**src/mcld_ram.sv**
```systemverilog
// generic single-write, single-read ram with registered read data
module mcld_ram #(
  parameter int WIDTH = 8,
  parameter int DEPTH = 16
) (
  input  logic                                   clk,
  input  logic                                   wr_en,
  input  logic [((DEPTH > 1) ? $clog2(DEPTH) : 1)-1:0] wr_addr,
  input  logic [WIDTH-1:0]                       wr_data,
  input  logic                                   rd_en,
  input  logic [((DEPTH > 1) ? $clog2(DEPTH) : 1)-1:0] rd_addr,
  output logic [WIDTH-1:0]                       rd_data
);

  logic [WIDTH-1:0] mem_r [DEPTH];

  // write port
  always_ff @(posedge clk) begin
    if (wr_en) begin
      mem_r[wr_addr] <= wr_data;
    end
  end

  // registered read port, holds when not enabled
  always_ff @(posedge clk) begin
    if (rd_en) begin
      rd_data <= mem_r[rd_addr];
    end
  end

endmodule

```
**config.mk**
```make
export PLATFORM = sky130hd
export DESIGN_NAME = mcld_ram
export DESIGN_NICKNAME = d
export VERILOG_FILES = /design/src/mcld_ram.sv
export SDC_FILE = /design/constraint.sdc
export NUM_CORES = 1
export LEC_CHECK = 0
export BUFFER_PORTS_ARGS = -buffer_cell sky130_fd_sc_hd__buf_4
export CAP_MARGIN = 20
export CORE_MARGIN = 1.5
export CORE_UTILIZATION = 25
export DETAILED_ROUTE_END_ITERATION = 10
export PLACE_DENSITY = 0.42
export SKIP_CTS_REPAIR_TIMING = 1
export SLEW_MARGIN = 20
export SYNTH_ARGS = -nofsm -noshare
export SYNTH_HDL_FRONTEND = slang
export SYNTH_SLANG_ARGS = --single-unit
export TNS_END_PERCENT = 30
```
**constraint.sdc**
```tcl
create_clock -name clk -period 4.8 [get_ports clk]
set_input_delay 0.48 -clock clk [delete_from_list [all_inputs] [get_ports clk]]
set_output_delay 0.48 -clock clk [all_outputs]
set_load 0.01 [all_outputs]
```
==> metrics.md <==
| Metric | Value |
|---|---|
| Status | finished clean |
| Vias in the first global route | 2539 |
| Hold WS | 0.382 ns |
| Minimum clock period | 2.01 ns |
| Detailed-router iteration count before antenna repair | 4 |
| Cells after Synth | 229 |
| Inserted Clock Buffers | 17 |
| Yosys warns | 0 |
| Worst Reg-to-Reg Cells | 3 |
| Maximum fanout along the worst path | 32 |
| DIE HEIGHT | 148 um |
| Peak VDD IR | 245 uV |
| DRC | 0 |
| Post-synth net total | 248 |
| Port bufs | 26 |
| Power Density | 412 mW/mm^2 |
| Internal power | 2.03 mW |
| Finished Layout Cells | 546 |
| Max Clk Rate | 498 MHz |
| P_sw | 513 uW |
| Final hold viol count | 0 |
| Required time of the critical path | 4.94 ns |
| CP arrival | 2.15 ns |
| R2R setup slack | 3.18 ns |
| RR Endpoint | rd_data[1]$_DFFE_PP_ |
| Ports | 27 |
| Syn Area/Cell | 22.8 um^2 |
| Final setup fails | 0 |
| Register bit total from synthesis | 136 |
| Initial antenna violation count | 0 |
| Critical path origin | rd_addr[0] |
| Overflow after GRT | 0 |
| Clock Sinks | 136 |
| Max incr delay on CP | 0.66 ns |
| Leakage | 1.98 nW |
| Netlist Area Pre-Place | 0.00523 mm^2 |
| Vias | 2423 |
| HPWL Detailed | 7170 um |
| Die ar. | 0.0218 mm^2 |
| Worst Hold Class | in2reg |
| Setup_tns | 0 ns |
| Routed wire length | 11500 um |
| WL/cell | 21.1 um |
| Initial Util | 25.7% |
| Cell variety after synth | 18 |
| Final Skew | 0.00644 ns |
| Layout area overhead | 18.2% |
| # fillers | 1981 |
| Root Buffer | clkbuf_16 |
| # rows | 52 |
| Final Util | 30.3% |
| Max_slew headroom | 32.0% |
| Critical path type | in2reg |
| Startpoint types | primary input |
| Worst-margin pin slew | 1.02 ns |
| Final period util | 41.9% |
| Ant. Diodes | 0 |
| Layout cell share with drive strength beyond 1 | 26.1% |
| Clock latency on the worst-skew pair | 0.41 ns |
| Sw frac | 20.2% |
| Placed Cells | 517 |
| Worst r2r src | mem_r[9][1]$_DFFE_PP_ |
| Global-route wire length before repair | 17200 um |
| CP endpoint | rd_data[1]$_DFFE_PP_ |
| Unrepaired setup endpoints after global routing | false |
| Placer Congestion | 0.706 |
| Largest net degree at the start of global routing | 33 |
| Crit end category | flop |
| ANT nets after route | 0 |
| Critical path, cell by cell | buf_4 -> mux4_1 -> a22oi_1 -> nand2_1 |
| Slowest CP cell | mux4_1 |
| H-tree level count | 4 |
| Via density per instance | 4.44 |
| Seq pwr share | 53.0% |
| Core area | 0.0204 mm^2 |
| Worst Hold Depth | 1 |
| Die X-Extent | 148 um |
| Most frequent cells in the layout | edfxtp_1, buf_4, mux4_2 |
| Power after layout | 2.54 mW |
| Clock power frac | 41.9% |
| GRT Resource Usage Total | 11.4% |
| Proportion of synthesized chip area in sequential cells | 78.1% |
| Commonest non-fill, non-tap cell in the layout | edfxtp_1 |
| Combinational power share | 5.1% |
| # nets final | 285 |
| CTS max path bufs | 2 |
| Iteration-0 DRC Markers | 195 |
| Max_cap viols | 0 |
| Max Slew Vio Count | 0 |
| Clock-pin slew on the worst setup and hold paths | 0.05 ns |
| CTS tree | yes |
## synth_stat cells
master	number	area (um^2)
and2b_1	1	7.51
mux4_1	14	368
clkdlybuf4s25_2	3	30.0
nand3_1	1	5.00
a22oi_1	16	120
and2_1	1	6.26
edfxtp_1	136	4080
nand2b_1	2	12.5
mux4_2	18	405
nand2_1	9	33.8
nand3b_1	2	15.0
nor2b_1	1	6.26
buf_4	1	7.51
buf_6	3	33.8
or3b_2	1	8.76
nor3_1	4	20.0
nor2_1	13	48.8
buf_2	3	15.0
## registers in the layout, summed over array words and instances (netlist names)
| register | flops |
|---|---|
| mem_r | 128 |
| rd_data | 8 |
## cell families (layout without fill, tap and decap cells)
logic type             after synthesis  in the layout  synth area share, %
DFF                                136            136                 78.1
buffers and inverters               10             57                 1.65
muxes                               32             32                 14.8
and+or+nand+nor                     35             35                 3.14
AOI/OAI and AO/OA                   16             16                 2.30
## stage by stage
step | worst slack (ns) | cell area (um^2)
final | 2.79 | 6180
after global placement | 2.19 | 5690
after floorplan | 2.83 | 5230
after CTS | 2.79 | 6170
after global routing | 2.71 | 6180
after detailed placement | 2.35 | 5700
## worst min path at each step
stage,start,to,slack [ns]
global placement,mem_r[14][3]$_DFFE_PP_,rd_data[3]$_DFFE_PP_,0.74
CTS,wr_data[0],mem_r[7][0]$_DFFE_PP_,0.37
finish,rd_en,rd_data[3]$_DFFE_PP_,0.38
floorplan,wr_data[0],mem_r[0][0]$_DFFE_PP_,0.58
detailed placement,mem_r[14][3]$_DFFE_PP_,rd_data[3]$_DFFE_PP_,0.74
global route,wr_data[0],mem_r[7][0]$_DFFE_PP_,0.37
## power by group through the flow
| stage | Sequential [mW] | Combinational (mW) | Clock (mW) |
|---|---|---|---|
| after floorplan | 1.37 | 0.0675 | 0 |
| after global placement | 1.37 | 0.132 | 0 |
| after detailed placement | 1.37 | 0.134 | 0 |
| after CTS | 1.35 | 0.134 | 1.09 |
| after global routing | 1.35 | 0.143 | 1.15 |
| final | 1.35 | 0.131 | 1.07 |
## area by class of cell
class	count	area, um^2	share of cell area, %
clock buffers	21	440	7.13
repair buffers	28	210	3.40
clock inverters	8	35.0	0.567
multi-input cells	83	1070	17.4
flip-flops and latches	136	4080	66.1
well taps	270	338	5.47
## per-layer routing
layer,part of all wire (%),track usage [%],up-vias
met2,43,15.1,66
met4,1.4,3.80,0
met5,0,0,-
met3,5.4,4.01,15
met1,51,17.3,1288
li1,-,-,1054
## worst max-delay path: cells and delay by family
kind,cells,cell delay [ns]
and+or+nand+nor,1,0.11
muxes,1,0.66
buffers and inverters,1,0.51
AOI/OAI and AO/OA,1,0.37
(Power assumes the default switching activity.)
